## src/design/pcbd_pkg.sv

```systemverilog
package pcbd_pkg;

   localparam int BYTE_W     = 8;
   localparam int SLOT_W     = 3;
   localparam int DATA_W     = 5;
   localparam int POS_W      = 16;
   localparam int MID_SHIFT  = 5;
   localparam int HIGH_SHIFT = 10;
   localparam int CSR_IDX_W  = 3;
   localparam int CSR_DATA_W = 16;
   localparam int RSP_W      = 48;

   // slot codes carried in bits 7:5 of a request byte
   localparam logic [SLOT_W-1:0] SLOT_DEF_LOW  = 3'd0;
   localparam logic [SLOT_W-1:0] SLOT_DEF_MID  = 3'd1;
   localparam logic [SLOT_W-1:0] SLOT_DEF_HIGH = 3'd2;
   localparam logic [SLOT_W-1:0] SLOT_DEF_ROT  = 3'd3;
   localparam logic [SLOT_W-1:0] SLOT_OFF_LOW  = 3'd4;
   localparam logic [SLOT_W-1:0] SLOT_OFF_MID  = 3'd5;
   localparam logic [SLOT_W-1:0] SLOT_OFF_HIGH = 3'd6;
   localparam logic [SLOT_W-1:0] SLOT_COMMAND  = 3'd7;

   // csr register indexes
   localparam logic [CSR_IDX_W-1:0] REG_DEFENSE_RANGE  = 3'd0;
   localparam logic [CSR_IDX_W-1:0] REG_OFFENSE_RANGE  = 3'd1;
   localparam logic [CSR_IDX_W-1:0] REG_WAIT_BYTE      = 3'd2;
   localparam logic [CSR_IDX_W-1:0] REG_CALIBRATE_BYTE = 3'd3;
   localparam logic [CSR_IDX_W-1:0] REG_PLAY_BYTE      = 3'd4;

   localparam logic [POS_W-1:0]  RANGE_RESET     = 16'd32767;
   localparam logic [BYTE_W-1:0] WAIT_RESET      = 8'd224;
   localparam logic [BYTE_W-1:0] CALIBRATE_RESET = 8'd225;
   localparam logic [BYTE_W-1:0] PLAY_RESET      = 8'd226;

   typedef enum logic [1:0] {
      MODE_WAIT      = 2'd0,
      MODE_CALIBRATE = 2'd1,
      MODE_PLAY      = 2'd2
   } mode_type;

   // which part of a position word this byte supplies
   typedef struct packed {
      logic load;
      logic add_mid;
      logic add_high;
   } axis_ctrl_type;

   typedef struct packed {
      logic [POS_W-1:0] scratch;
      logic [POS_W-1:0] goal;
      logic             fault;
   } axis_next_type;

endpackage

```

## src/design/pcbd_axis.sv

```systemverilog
module pcbd_axis
   import pcbd_pkg::*;
(
   input  axis_ctrl_type     ctrl,
   input  logic [DATA_W-1:0] data,
   input  logic [POS_W-1:0]  scratch,
   input  logic [POS_W-1:0]  goal,
   input  logic [POS_W-1:0]  limit,
   output axis_next_type     nxt
);

   logic [POS_W-1:0] mid_term;
   logic [POS_W-1:0] high_term;
   logic [POS_W-1:0] sum;

   assign mid_term  = POS_W'({data, {MID_SHIFT{1'b0}}});
   assign high_term = POS_W'({data, {HIGH_SHIFT{1'b0}}});

   always_comb begin
      sum = scratch;
      if (ctrl.add_mid) begin
         sum = scratch + mid_term;
      end else if (ctrl.add_high) begin
         sum = scratch + high_term;
      end
   end

   always_comb begin
      nxt.scratch = scratch;
      nxt.goal    = goal;
      nxt.fault   = 1'b0;
      if (ctrl.load) begin
         nxt.scratch = POS_W'(data);
      end else if (ctrl.add_mid) begin
         nxt.scratch = sum;
      end else if (ctrl.add_high) begin
         // high word completes the position: accept or reject it
         nxt.scratch = sum;
         if (sum > limit) begin
            nxt.goal  = '0;
            nxt.fault = 1'b1;
         end else begin
            nxt.goal = sum;
         end
      end
   end

endmodule

```

## src/design/position_command_byte_decoder_core.sv

```systemverilog
// each request moves from the request register to the result register
// throughput: one request per cycle unless the result side stalls; the single
// update path between the two registers sets that rate, and a stalled result
// still lets one request enter
// reset: synchronous, active high; clears positions, rotations, mode to wait
// and restores the csr registers to their defaults
module position_command_byte_decoder_core
   import pcbd_pkg::*;
(
   input  logic                  clock,
   input  logic                  reset,
   // request channel
   input  logic                  req_tvalid,
   output logic                  req_tready,
   input  logic [BYTE_W-1:0]     req_tdata,   // [7:0] rx_byte
   // result channel
   output logic                  rsp_tvalid,
   input  logic                  rsp_tready,
   // [15:0] defense_target, [31:16] offense_target, [36:32] defense_rotation,
   // [41:37] offense_rotation, [43:42] mode, [44] range_fault, [47:45] zero
   output logic [RSP_W-1:0]      rsp_tdata,
   // csr write port
   input  logic                  csr_wr_en,
   input  logic [CSR_IDX_W-1:0]  csr_index,
   input  logic [CSR_DATA_W-1:0] csr_wdata
);

   // csr registers
   logic [POS_W-1:0]  def_range_ff;
   logic [POS_W-1:0]  off_range_ff;
   logic [BYTE_W-1:0] wait_byte_ff;
   logic [BYTE_W-1:0] cal_byte_ff;
   logic [BYTE_W-1:0] play_byte_ff;

   // request register
   logic              in_valid_ff;
   logic [BYTE_W-1:0] in_byte_ff;

   // decoder state
   logic [POS_W-1:0]  def_scratch_ff;
   logic [POS_W-1:0]  off_scratch_ff;
   logic [POS_W-1:0]  def_goal_ff;
   logic [POS_W-1:0]  off_goal_ff;
   logic [DATA_W-1:0] def_rot_ff;
   logic [DATA_W-1:0] off_rot_ff;
   mode_type          mode_ff;

   logic [DATA_W-1:0] def_rot_in;
   logic [DATA_W-1:0] off_rot_in;
   mode_type          mode_in;

   // result register
   logic              rsp_valid_ff;
   logic [RSP_W-1:0]  rsp_data_ff;
   logic [RSP_W-1:0]  rsp_data_in;

   logic              advance;
   logic              fire;
   logic [SLOT_W-1:0] slot;
   logic [DATA_W-1:0] data;
   axis_ctrl_type     def_ctrl;
   axis_ctrl_type     off_ctrl;
   axis_next_type     def_nxt;
   axis_next_type     off_nxt;
   logic              fault;

   // the result register frees up when empty or being taken
   assign advance    = !rsp_valid_ff || rsp_tready;
   assign fire       = in_valid_ff && advance;
   assign req_tready = !in_valid_ff || advance;
   assign rsp_tvalid = rsp_valid_ff;
   assign rsp_tdata  = rsp_data_ff;

   assign slot = in_byte_ff[BYTE_W-1 -: SLOT_W];
   assign data = in_byte_ff[DATA_W-1:0];

   // slot decode for the two position builders
   always_comb begin
      def_ctrl.load     = fire && (slot == SLOT_DEF_LOW);
      def_ctrl.add_mid  = fire && (slot == SLOT_DEF_MID);
      def_ctrl.add_high = fire && (slot == SLOT_DEF_HIGH);
      off_ctrl.load     = fire && (slot == SLOT_OFF_LOW);
      off_ctrl.add_mid  = fire && (slot == SLOT_OFF_MID);
      off_ctrl.add_high = fire && (slot == SLOT_OFF_HIGH);
   end

   pcbd_axis u_def_axis (
      .ctrl    (def_ctrl),
      .data    (data),
      .scratch (def_scratch_ff),
      .goal    (def_goal_ff),
      .limit   (def_range_ff),
      .nxt     (def_nxt)
   );

   pcbd_axis u_off_axis (
      .ctrl    (off_ctrl),
      .data    (data),
      .scratch (off_scratch_ff),
      .goal    (off_goal_ff),
      .limit   (off_range_ff),
      .nxt     (off_nxt)
   );

   assign fault = def_nxt.fault || off_nxt.fault;

   // rotations and mode
   always_comb begin
      def_rot_in = def_rot_ff;
      off_rot_in = off_rot_ff;
      mode_in    = mode_ff;
      if (fire) begin
         case (slot)
            SLOT_DEF_ROT: begin
               def_rot_in = data;
            end
            SLOT_COMMAND: begin
               // special bytes first, priority wait > calibrate > play
               if (in_byte_ff == wait_byte_ff) begin
                  mode_in = MODE_WAIT;
               end else if (in_byte_ff == cal_byte_ff) begin
                  mode_in = MODE_CALIBRATE;
               end else if (in_byte_ff == play_byte_ff) begin
                  mode_in = MODE_PLAY;
               end else begin
                  off_rot_in = data;
               end
            end
            default: begin
            end
         endcase
      end
      // a rejected position drops back to wait
      if (fault) begin
         mode_in = MODE_WAIT;
      end
   end

   assign rsp_data_in = {3'b000, fault, mode_in, off_rot_in, def_rot_in,
                         off_nxt.goal, def_nxt.goal};

   // csr writes
   always_ff @(posedge clock) begin
      if (reset) begin
         def_range_ff <= RANGE_RESET;
         off_range_ff <= RANGE_RESET;
         wait_byte_ff <= WAIT_RESET;
         cal_byte_ff  <= CALIBRATE_RESET;
         play_byte_ff <= PLAY_RESET;
      end else if (csr_wr_en) begin
         case (csr_index)
            REG_DEFENSE_RANGE:  def_range_ff <= csr_wdata;
            REG_OFFENSE_RANGE:  off_range_ff <= csr_wdata;
            REG_WAIT_BYTE:      wait_byte_ff <= csr_wdata[BYTE_W-1:0];
            REG_CALIBRATE_BYTE: cal_byte_ff  <= csr_wdata[BYTE_W-1:0];
            REG_PLAY_BYTE:      play_byte_ff <= csr_wdata[BYTE_W-1:0];
            default: begin
            end
         endcase
      end
   end

   // request register
   always_ff @(posedge clock) begin
      if (reset) begin
         in_valid_ff <= 1'b0;
      end else if (req_tready) begin
         in_valid_ff <= req_tvalid;
      end
   end

   always_ff @(posedge clock) begin
      if (req_tready && req_tvalid) begin
         in_byte_ff <= req_tdata;
      end
   end

   // decoder state, updated as each request moves to the result register
   always_ff @(posedge clock) begin
      if (reset) begin
         def_scratch_ff <= '0;
         off_scratch_ff <= '0;
         def_goal_ff    <= '0;
         off_goal_ff    <= '0;
         def_rot_ff     <= '0;
         off_rot_ff     <= '0;
         mode_ff        <= MODE_WAIT;
      end else begin
         def_scratch_ff <= def_nxt.scratch;
         off_scratch_ff <= off_nxt.scratch;
         def_goal_ff    <= def_nxt.goal;
         off_goal_ff    <= off_nxt.goal;
         def_rot_ff     <= def_rot_in;
         off_rot_ff     <= off_rot_in;
         mode_ff        <= mode_in;
      end
   end

   // result register
   always_ff @(posedge clock) begin
      if (reset) begin
         rsp_valid_ff <= 1'b0;
      end else if (advance) begin
         rsp_valid_ff <= in_valid_ff;
      end
   end

   always_ff @(posedge clock) begin
      if (fire) begin
         rsp_data_ff <= rsp_data_in;
      end
   end

`ifndef SYNTHESIS
   // a faulted result always reports wait mode
   a_fault_waits: assert property (@(posedge clock) disable iff (reset)
      (rsp_valid_ff && rsp_data_ff[44]) |-> (rsp_data_ff[43:42] == MODE_WAIT))
      else $error("range fault without wait mode");

   // a faulted result has a cleared target on one axis
   a_fault_clears: assert property (@(posedge clock) disable iff (reset)
      (rsp_valid_ff && rsp_data_ff[44]) |->
         (rsp_data_ff[15:0] == '0 || rsp_data_ff[31:16] == '0))
      else $error("range fault kept a nonzero target");

   // a held request is never dropped while the result side stalls
   a_req_held: assert property (@(posedge clock) disable iff (reset)
      (in_valid_ff && !advance) |=> in_valid_ff)
      else $error("stalled request lost");

   // decoder state only changes when a request moves forward
   a_state_quiet: assert property (@(posedge clock) disable iff (reset)
      !fire |=> ($stable(def_goal_ff) && $stable(off_goal_ff) && $stable(mode_ff)))
      else $error("state changed without a request");
`endif

endmodule

```

## config.mk

```make
export PLATFORM = sky130hd
export DESIGN_NAME = position_command_byte_decoder_core
export DESIGN_NICKNAME = d
export VERILOG_FILES = /design/src/design/pcbd_pkg.sv /design/src/design/pcbd_axis.sv /design/src/design/position_command_byte_decoder_core.sv
export SDC_FILE = /design/constraint.sdc
export NUM_CORES = 1
export LEC_CHECK = 0
export ABC_AREA = 0
export BUFFER_PORTS_ARGS = -buffer_cell sky130_fd_sc_hd__buf_2
export CORE_MARGIN = 1
export CORE_UTILIZATION = 40
export DETAILED_ROUTE_END_ITERATION = 8
export PLACE_DENSITY = 0.62
export SLEW_MARGIN = 20
export SYNTH_ARGS = -nofsm -noshare
export SYNTH_HDL_FRONTEND = slang
export SYNTH_HIERARCHICAL = 1
export SYNTH_SLANG_ARGS = --single-unit
```

## constraint.sdc

```tcl
create_clock -name clock -period 5.6 [get_ports clock]
set_clock_uncertainty 0.05 [all_clocks]
set_input_delay 0.28 -clock clock [delete_from_list [all_inputs] [get_ports clock]]
set_output_delay 0.28 -clock clock [all_outputs]
set_load 0.01 [all_outputs]
```

---- Word level (Yosys, flattened, before mapping) ----
Cells that the tools add are included.
storage, ports and cells
  bits of input ports ..................... 32
  output and inout port bits .............. 50
  logic and storage cells ................. 95
  register bits ........................... 187
operators by class
  $add $sub $neg .......................... 4
  eq/ne operators ......................... 14
  muxes and demuxes ....................... 31
  reduce and logical (&&, ||, !) cells .... 26
  order comparisons ....................... 2
operators with widths
  kind                                                             count
  16-bit 2-to-1 mux                                                8
  17-bit 2-to-1 mux                                                4
  33-bit 2-to-1 mux                                                2
  5-bit 2-to-1 mux                                                 9
  16-bit by 10-bit adder with 16-bit output                        2
  16-bit by 15-bit adder with 16-bit output                        2
  16-bit greater-than comparator                                   2
  8-bit == test                                                    3
  3-bit == test, second input constant                             5
  3-bit by 2-bit == test with 1-bit output, second input constant  4
  2-bit 2-to-1 mux                                                 6
  2-bit AND reduction                                              5
  1-bit logical AND                                                8
  3-bit by 1-bit == test with 1-bit output, second input constant  2
  3-bit logical NOT                                                2
  3-bit nonzero test                                               2
  2-bit nonzero test                                               2
  2-bit OR reduction                                               2
  1-bit logical OR                                                 3
  1-bit logical NOT                                                2
  1-bit 2-to-1 mux                                                 2

---- Depth between registers and ports, before layout ----
Gate-level depths: netlist (run 1).
  word-level depth ........................ 13
  depth in mapped cells ................... 20
  gate-level depth less buffers ........... 19

---- By module ----
The synthesis (run 1) kept the hierarchy.
modules (own cells, without submodules)
  module                              times used  sequential area each (µm²)  area an instance (µm²)  cells each
  position_command_byte_decoder_core  1           4,274.1                     6,553.8                 544
  pcbd_axis (u_off_axis)              1           0.0                         1,585.3                 234
  pcbd_axis (u_def_axis)              1           0.0                         1,333.8                 191

---- Worst setup path after synthesis (run 1) ----
Ideal clock, no wire load.
  path type ............................... reg2reg
  start point ............................. register rsp_valid_ff (netlist: rsp_tvalid)
  end point ............................... register mode_ff[0]
  buffers on the path ..................... 0
  period minus slack after synthesis ...... 4.587 ns
  arrival ................................. 4.467 ns
  library setup time ...................... 0.070 ns
  slack ................................... 1.013 ns
  required time ........................... 5.480 ns
  stages on the path, launching flop included .. 19
  cell sequence ........................... dfxtp_1 > nand2b_1 > and2_1 > nand2b_1 > nor3b_1 > nand2_1 > a22oi_1 > xnor2_1 > inv_1 > ha_1 > and4_1 > nand3_1 > a21oi_1 > nor4b_2 > nor3_1 > nor2_1 > inv_1 > nor3_1 > o2bb2ai_1
RTL lines
  what                    line                                       source
  start, declared         position_command_byte_decoder_core.sv:53   logic rsp_valid_ff;
  start signal, assigned  position_command_byte_decoder_core.sv:204  rsp_valid_ff <= in_valid_ff;
  end signal, assigned    position_command_byte_decoder_core.sv:195  mode_ff <= mode_in;
  end, declared           position_command_byte_decoder_core.sv:46   mode_type mode_ff;

==> flow_summary_export.csv, run 1 <==
group,metric,value,unit
sta,period_share,0.816,
place,place_congestion,0.883,
cts,cts_tree,"built",
setup_path,cp-end-kind,"flop",
drt,wl,22100,um
sta,slew_headroom,0.330,
place,io_buffers,78,
setup_path,cp_cell_sequence,"inv_1 > fa_1 > nor2b_1 > o31a_2 > o2111ai_1 > a22oi_1 > xnor2_1 > inv_1 > ha_1 > and4_1 > nand3_1 > a21oi_1 > nor4b_2 > nor3_1 > nor2_1 > inv_1 > nor3_1 > o2bb2ai_1",
drt,drtPass1Iterations,4,
logic_synthesis,muxShareOfSynthArea,0.0450,
final_layout,fin_nets,1125,
floorplanning,rows,55,
logic_synthesis,synth_adder_area_share,0.0771,
logic_synthesis,ys_types,70,
cts,cts_root_buf,"clkbuf_16",
floorplanning,die-area,24300,um^2
logic_synthesis,syn_area,9470,um^2
final_layout,diodes,0,
logic_synthesis,synth_top_family_by_area,"simple AND/OR/NAND/NOR gates",
grt,track_usage,0.191,
final_layout,multiInputGateArea,4740,um^2
setup_path,worst_setup_path_start_kind,"flop",
setup_path,cpPeakStageDelay,920,ps
place,hpwl,15400,um
setup_path,r2r-start,"in_byte_ff[1]",
drt,drt-initial-drc-count,379,
logic_synthesis,ys_seq_area_frac,0.451,
floorplanning,core,22900,um^2
drt,vias,6862,
cts,clock_latency,440,ps
power_and_ir_drop,powerDensity,265,nW/um^2
setup_path,arrival,4890,ps
setup_path,worstPathRequired,5920,ps
worst_hold_path,hold_start,"csr_wdata[8]",
logic_synthesis,ys_async_sr_fraction,0,
sta,fin_setup_tns,0,ps
floorplanning,die_x,156,um
cts,htreeDepth,4,
grt,grt_pass1_wl,35500,um
cts,cts_buffers,17,
setup_path,r2r-end,"mode_ff[0]",
grt,grt_pass1_vias,6505,
logic_synthesis,synthesis.instances,969,
setup_path,rrSetupSlack,1030,ps
logic_synthesis,yosys_warnings,6,
sta,min_period,4570,ps
sta,max_freq,219,MHz
cts,cts_buffer_depth,2,
final_layout,final-seq-area,4270,um^2
sta,tightest_slew,1000,ps
floorplanning,start_util,0.413,
cts,clk_pin_slew_worst_paths,70,ps
cts,numClockSinks,187,
power_and_ir_drop,vdd_drop_max,0.157,mV
floorplanning,io_pins,82,
final_layout,drive_gt1_frac,0.168,
final_layout,nFillCells,2221,
drt,avgViaCountPerCell,5.03,
cts,post_cts_buffers,0,
sta,finalHoldViolations,0,
power_and_ir_drop,p_leak,4.64,nW
sta,grt_setup_unrepaired,"false",
sta,report.final.slew_viol_count,0,
drt,postRouteAntennaNets,0,
place,dp.cells,1322,
drt,drc,0,
logic_synthesis,synth_compound_area_frac,0.122,
run,drv_cap,0,
floorplanning,die_h,156,um
logic_synthesis,yosys_register_bits,187,
final_layout,finalNonFillerCells,1363,
setup_path,path_class,"reg2reg",
grt,antenna_found_initial,0,
final_layout,syn2layout_area_growth,13.2,%
grt,overflow,0,
setup_path,worst_r2r_path_depth,18,
logic_synthesis,synth_edf_count,53,
setup_path,critPathMaxFanout,16,
logic_synthesis,synthSimpleGateAreaFrac,0.222,
logic_synthesis,synth_flop_cell,"dfxtp_1",
outcome,status,"complete, no violations",
logic_synthesis,syn_avg_cell_area,9.78,um^2
worst_hold_path,min_path_type,"in2reg",
sta,setup_viol,0,
grt,grt_max_degree,80,
setup_path,worstSetupStartpoint,"in_byte_ff[1]",
logic_synthesis,synthXorXnorAreaFrac,0.0321,
setup_path,endpoint,"mode_ff[0]",
setup_path,slowest_stage,"edfxtp_1",
setup_path,cpMostUsedCell,"inv_1",
cts,cts.repair.resized,0,
drt,post_drt_wl_per_cell,16.2,um
-- synth_stat cells, types with 16 or more instances --
cell type	number	share of area
inv_1	50	0.020
nor2_1	52	0.021
nor2b_1	109	0.072
edfxtp_1	53	0.17
a21oi_1	44	0.023
xor2_1	25	0.023
clkbuf_1	27	0.011
o21ai_0	16	0.0085
nand2b_1	18	0.012
nand2_1	122	0.048
a211o_1	18	0.017
dfxtp_1	134	0.28
ha_1	52	0.069
nand3b_1	25	0.020
-- metal layers --
metal  global-route usage  routed length (um)
met5                    0                   0
met4               0.0602                 358
met3               0.0342                 890
met2                0.292                9790
met1                0.272               11100
-- timing repair --
item,in CTS,in global routing
endpoints found under the hold margin,10,0
hold buffers,9,0
setup endpoints to repair,0,0
-- logic make-up (layout without fill, tap and decap cells) --
logic type | Yosys count | count (layout)
other cells | 1 | 3
simple gates | 391 | 391
flops | 187 | 187
mux | 36 | 36
xor+xnor | 33 | 33
fa+ha+maj | 56 | 56
buf+inv | 102 | 181
compound gates | 163 | 163
-- cell usage in the layout, fill, tap and decap left out, types with 10 or more instances in the layout --
cell type and instances:
xor2_1 25, a21oi_2 10, mux2_2 13, nor3_1 10, mux2i_1 13, edfxtp_1 53
a21o_1 13, dfxtp_1 134, buf_4 13, a211oi_1 12, a211o_1 18, nand2_1 122
nand3b_1 25, nor2b_1 109, nand2b_1 18, nor2_1 50, o21ai_0 16, buf_2 77
a21oi_1 44, mux2_4 10, nand3_1 10, ha_1 52, a22o_1 13, inv_1 50
clkbuf_16 18
-- stage by stage --
stage | instance area (um^2) | hold slack [ps] | util | worst slack [ps] | power, W
after global placement | 10100 | 400 | 0.440 | 1160 | 0.00170
final | 10700 | 19.7 | 0.468 | 1030 | 0.00284
after floorplan | 9480 | 329 | - | 1010 | 0.00162
after detailed placement | 10100 | 408 | 0.440 | 1020 | 0.00170
after CTS | 10700 | 4.06 | 0.468 | 1000 | 0.00287
after global routing | 10700 | 12.2 | 0.468 | 681 | 0.00295
-- cell type report --
cell class                 count  share of cell area
clock buffer                  22              0.0444
clock inverter                10             0.00735
inverter                      50              0.0175
multi-input combinational    682               0.442
sequential                   187               0.399
tap                          313              0.0365
timing repair buffer          99              0.0535
-- power by group --
group	total, W	leakage [nW]	switching (W)	internal [W]
Sequential	0.00145	1.59	0.0000296	0.00142
Clock	0.00117	0.273	0.000552	0.000615
Combinational	0.000219	2.77	0.000131	0.0000882
Total	0.00284	4.64	0.000713	0.00213
-- flip-flops by register name, summed over array words and instances, names as in the netlist, 16 cells and up --
| signal | count |
|---|---|
| def_goal_ff | 16 |
| rsp_tdata | 45 |
| off_scratch_ff | 16 |
| off_goal_ff | 16 |
| off_range_ff | 16 |
| def_scratch_ff | 16 |
| def_range_ff | 16 |
-- worst min-delay path by stage --
stage	slack [ps]	cells past startpoint	endpoint
after floorplan	330	0	in_byte_ff[0]
after global placement	400	2	def_range_ff[15]
after detailed placement	410	1	in_byte_ff[7]
after CTS	4	2	off_range_ff[8]
after global routing	10	2	off_range_ff[8]
final	20	2	off_range_ff[8]
-- critical path: cells and delay by family (launching register included) --
kind	cells	cell delay, ps
and+or+nand+nor	7	1430
AOI/OAI and AO/OA	5	730
xor gates and xnor gates	1	200
adders and majority gates	2	790
DFF	1	920
buffers and inverters	3	380
(Power assumes the default switching activity.)
==> run 2: changes to the inputs <==
PLACE_DENSITY = 0.64   (was 0.62)
clock period = 4.2 ns   (was 5.6 ns; I/O delays follow)
==> flow_summary_export.csv, run 2 (same netlist as run 1, synthesis figures left out) <==
group,metric,value,unit
final_layout,utilization,0.485,
drt,postRouteAntennaNets,0,
cts,htreeDepth,4,
sta,grt_setup_unrepaired,"true",
place,io_buffers,78,
drt,drt-initial-drc-count,414,
place,place_congestion,0.859,
floorplanning,die-area,24300,um^2
drt,avgViaCountPerCell,5.07,
final_layout,fin_nets,1161,
run,drv_cap,0,
sta,min_period,4040,ps
floorplanning,die_h,156,um
worst_hold_path,hold_start,"csr_wdata[4]",
setup_path,cp-end-kind,"flop",
cts,cts_buffers,17,
floorplanning,die_x,156,um
power_and_ir_drop,fin_total_pwr,0.00385,W
final_layout,drive_gt1_frac,0.201,
final_layout,syn2layout_area_growth,17.3,%
cts,clock_latency,440,ps
drt,vias,7092,
cts,cts_tree,"built",
grt,grt_pass1_vias,6729,
cts,cts_root_buf,"clkbuf_16",
power_and_ir_drop,vdd_drop_max,0.224,mV
final_layout,diodes,0,
grt,overflow,0,
outcome,status,"complete, no violations",
final_layout,layout_commonest_cell,"dfxtp_1",
cts,cts_buffer_depth,2,
power_and_ir_drop,power_frac_comb,0.085,
drt,drc,0,
sta,finalHoldViolations,0,
final_layout,largest_reg_flops,45,
grt,grt_max_degree,53,
worst_hold_path,min_path_type,"in2reg",
power_and_ir_drop,p_clk_frac,0.414,
cts,numClockSinks,187,
floorplanning,core,22900,um^2
drt,post_drt_wl_per_cell,16.6,um
setup_path,worst_setup_path_start_kind,"flop",
setup_path,path_class,"reg2reg",
sta,setup_viol,0,
power_and_ir_drop,p_int,0.00288,W
drt,wl,23300,um
floorplanning,start_util,0.413,
cts,clk_pin_slew_worst_paths,70,ps
power_and_ir_drop,p_switching,0.000967,W
grt,grt_pass1_wl,36800,um
sta,tightest_slew,960,ps
drt,drtPass1Iterations,5,
grt,antenna_found_initial,0,
sta,report.final.slew_viol_count,0,
power_and_ir_drop,p_sw_frac,0.251,
setup_path,r2r-start,"in_byte_ff[0]",
place,hpwl,16500,um
sta,max_freq,248,MHz
power_and_ir_drop,p_leak,4.84,nW
grt,track_usage,0.198,
sta,period_share,0.961,
floorplanning,io_pins,82,
final_layout,mostFrequentLayoutCells,"dfxtp_1, nand2_1, nor2b_1",
power_and_ir_drop,powerDensity,346,nW/um^2
setup_path,worstSetupStartpoint,"in_byte_ff[0]",
setup_path,worstPathRequired,4490,ps
power_and_ir_drop,p_seq_frac,0.501,
floorplanning,rows,55,
sta,slew_headroom,0.358,
setup_path,arrival,4320,ps
setup_path,critPathMaxFanout,4,
## run 2: changes by cell type in the layout (fill, tap and decap cells not counted), moves of 3 or more
cell	before	now
inv_6	3	6
buf_4	13	40
o31ai_1	5	1
o31ai_2	0	4
dlygate4sd3_1	9	17
## run 2: what timing repair did
action                     4_1_cts  5_1_grt
hold endpoints to repair        24        0
hold buffers                    17        0
gates resized for setup          0       15
setup buffers                    0        2
setup endpoints to repair        0       69
## run 2: routing by layer
layer / GRT usage / part of all wire / up-vias
li1: - / - / 3544
met1: 0.281 / 0.50 / 3381
met2: 0.306 / 0.45 / 140
met3: 0.0314 / 0.034 / 27
met4: 0.0677 / 0.020 / 0
met5: 0 / 0 / -
## run 2: cell type report
type,instances,area (um^2)
Fill cell,2166,11800
Timing Repair Buffer,135,876
Clock buffer,22,487
Inverter,50,188
Sequential cell,187,4270
Clock inverter,10,90.1
Multi-Input combinational cell,682,4810
Tap cell,313,392
## run 2: worst paths after layout
path | endpoint | cells after the start | slack, ps
min | play_byte_ff[4] | 3 | 30
max reg2reg | mode_ff[1] | 16 | 160
min reg2reg | def_range_ff[15] | 2 | 420
max | mode_ff[1] | 16 | 160
## run 2: worst max-delay path, stage by stage, from the launching register on
cell and delay (ps):
edfxtp_1 470, buf_4 190, ha_1 250, fa_1 420
a21o_1 180, a211oi_1 290, nor4_1 90, a31oi_1 260
ha_1 330, a21oi_2 130, nand2_1 60, a21o_1 170
o41a_1 440, nor2_2 140, inv_1 90, buf_4 140
nor4_1 240
## run 2: power groups by stage
stage | Combinational (W) | Clock (W) | Sequential, W
final | 0.000327 | 0.00160 | 0.00193
after global routing | 0.000359 | 0.00171 | 0.00193
after CTS | 0.000324 | 0.00164 | 0.00193
after detailed placement | 0.000309 | 0 | 0.00197
after global placement | 0.000307 | 0 | 0.00197
after floorplan | 0.000192 | 0 | 0.00197
## run 2: metrics by stage
stage	instance area, um^2	setup TNS [ps]	worst slack (ps)	hold WS (ps)	cells
2_1_floorplan	9480	0	144	259	971
3_3_place_gp	10300	0	198	340	1348
3_5_place_dp	10300	0	106	340	1348
4_1_cts	11000	0	66.9	6.02	1397
5_1_grt	11100	-472	-65.2	19.5	1399
6_report	11100	0	163	28.0	1399
==> run 3: changes to the inputs <==
--- a/config.mk
+++ b/config.mk
@@ -8,6 +8,8 @@
 export ABC_AREA = 0
 export BUFFER_PORTS_ARGS = -buffer_cell sky130_fd_sc_hd__buf_2
+export CORE_ASPECT_RATIO = 0.6
 export CORE_MARGIN = 1
 export CORE_UTILIZATION = 40
+export CTS_BUF_LIST = sky130_fd_sc_hd__clkbuf_8
 export DETAILED_ROUTE_END_ITERATION = 8
 export PLACE_DENSITY = 0.64
--- a/constraint.sdc
+++ b/constraint.sdc
@@ -3,3 +3,3 @@
 set_input_delay 0.21 -clock clock [delete_from_list [all_inputs] [get_ports clock]]
 set_output_delay 0.21 -clock clock [all_outputs]
-set_load 0.01 [all_outputs]
+set_load 0.05 [all_outputs]
==> flow_summary_export.csv, run 3 (same netlist as run 1, synthesis figures left out) <==
group,metric,value,unit
grt,track_usage,0.205,
power_and_ir_drop,p_leak,4.81,nW
cts,cts_tree,"built",
floorplanning,die_x,201,um
power_and_ir_drop,powerDensity,317,nW/um^2
drt,wl,24000,um
place,dp_slack,-85.4,ps
setup_path,arrival,4240,ps
setup_path,cp-end-kind,"flop",
place,dp.cells,1345,
cts,numClockSinks,187,
grt,overflow,0,
final_layout,drive_gt1_frac,0.206,
floorplanning,die-area,24300,um^2
final_layout,nFillCells,2165,
sta,max_freq,248,MHz
power_and_ir_drop,p_seq_frac,0.548,
setup_path,worstPathRequired,4410,ps
drt,post_drt_wl_per_cell,17.1,um
floorplanning,start_util,0.409,
drt,avgViaCountPerCell,5.06,
place,place_congestion,0.890,
drt,postRouteAntennaNets,0,
grt,grt_pass1_wl,37400,um
drt,wl_met1,12800,um
drt,drt-initial-drc-count,537,
cts,cts_root_buf,"clkbuf_8",
grt,antenna_found_initial,0,
power_and_ir_drop,p_sw_frac,0.277,
power_and_ir_drop,vdd_drop_max,0.182,mV
final_layout,layout_commonest_cell,"dfxtp_1",
floorplanning,io_pins,82,
setup_path,critPathMaxFanout,5,
final_layout,final-seq-area,4270,um^2
final_layout,diodes,0,
cts,clk_pin_slew_worst_paths,100,ps
sta,slew_headroom,0.351,
final_layout,multiInputGateArea,4890,um^2
drt,highest_layer,"met4",
final_layout,largest_reg_flops,45,
sta,fin_ws,167,ps
drt,wl_met3,1220,um
sta,finalHoldViolations,0,
worst_hold_path,min_path_type,"in2reg",
setup_path,worst_setup_path_start_kind,"flop",
floorplanning,die_h,121,um
cts,htreeDepth,4,
sta,report.final.slew_viol_count,0,
grt,grt_pass1_vias,6653,
drt,vias,7125,
power_and_ir_drop,p_switching,0.000974,W
drt,drc,0,
cts,cts_buffer_depth,2,
sta,tightest_slew,969,ps
power_and_ir_drop,p_int,0.00255,W
final_layout,finalNonFillerCells,1408,
floorplanning,core,23200,um^2
place,hpwl,17100,um
sta,min_period,4030,ps
outcome,status,"complete, no violations",
drt,wl_met2,9800,um
drt,drtPass1Iterations,5,
final_layout,mostFrequentLayoutCells,"dfxtp_1, nand2_1, nor2b_1",
power_and_ir_drop,p_clk_frac,0.337,
cts,clock_latency,500,ps
run,drv_cap,0,
final_layout,fin_nets,1168,
sta,period_share,0.960,
place,io_buffers,78,
setup_path,path_class,"reg2reg",
grt,grt_max_degree,85,
floorplanning,rows,43,
final_layout,syn2layout_area_growth,17.3,%
cts,cts_buffers,17,
sta,setup_viol,0,
power_and_ir_drop,power_frac_comb,0.114,
run 3: cell types whose count changed in the layout (fill, tap and decap cells not counted), moves of 3 or more:
| cell | before | now |
|---|---|---|
| buf_12 | 1 | 4 |
| buf_4 | 40 | 34 |
| clkbuf_1 | 3 | 0 |
| clkbuf_16 | 19 | 0 |
| clkbuf_8 | 0 | 19 |
| clkinv_2 | 0 | 4 |
| dlygate4sd3_1 | 17 | 27 |
| inv_6 | 6 | 3 |
run 3: worst max-delay path: stages, from the launching register on:
cell and delay (ps):
edfxtp_1 580, buf_4 250, ha_1 350, o21ai_0 200
nor2_1 90, o21ai_1 290, a22oi_2 130, xor2_1 170
ha_1 310, nand4_1 160, nor3_2 280, a21boi_0 280
o41a_1 210, buf_4 150, nor2_4 40, inv_2 90
nor2_1 50, o2bb2ai_1 120
run 3: metal layers:
layer / vias to the layer above / global-route usage
li1: 3555 / -
met1: 3370 / 0.307
met2: 184 / 0.291
met3: 16 / 0.0470
met4: 0 / 0.0568
met5: - / 0
run 3: area by class of cell:
class	count	share of cell area
multi-input cells	682	0.440
flip-flops and latches	187	0.385
clock buffers	19	0.0235
clock inverters	13	0.0104
inverters	50	0.0169
repair buffers	142	0.0892
well taps	315	0.0355
run 3: stage by stage:
step                cell area [um^2]  utilization  hold WS, ps  power, W  TNS (ps)
finish                         11100        0.479          196   0.00352         0
global route                   11100        0.479          202   0.00367     -14.2
CTS                            10900        0.472          147   0.00355         0
detailed placement             10300        0.443          339   0.00234     -85.4
global placement               10300        0.443          337   0.00234         0
floorplan                       9480            -          259   0.00222         0
run 3: power groups by stage:
stage	Sequential [W]	Clock, W	Combinational [W]
2_1_floorplan	0.00203	0	0.000197
3_3_place_gp	0.00197	0	0.000368
3_5_place_dp	0.00197	0	0.000372
4_1_cts	0.00193	0.00123	0.000393
5_1_grt	0.00194	0.00130	0.000435
6_report	0.00193	0.00119	0.000402
run 3: path summary, 6_finish.rpt:
check,from,endpoint,depth (start not counted),slack [ps]
setup / recovery,in_byte_ff[2],rsp_tdata[42],17,170
hold / removal,csr_index[1],off_range_ff[15],4,200
hold reg to reg,play_byte_ff[0],play_byte_ff[0],2,420
setup reg to reg,in_byte_ff[2],rsp_tdata[42],17,170
run 3: repair_timing:
action / in CTS / in global routing
resized for setup: 3 / 30
setup endpoints to repair: 3 / 69
endpoints found under the hold margin: 64 / 0
hold buffers: 27 / 0
setup buffers: 1 / 3
gates cloned: 0 / 0
pin swaps: 1 / 9
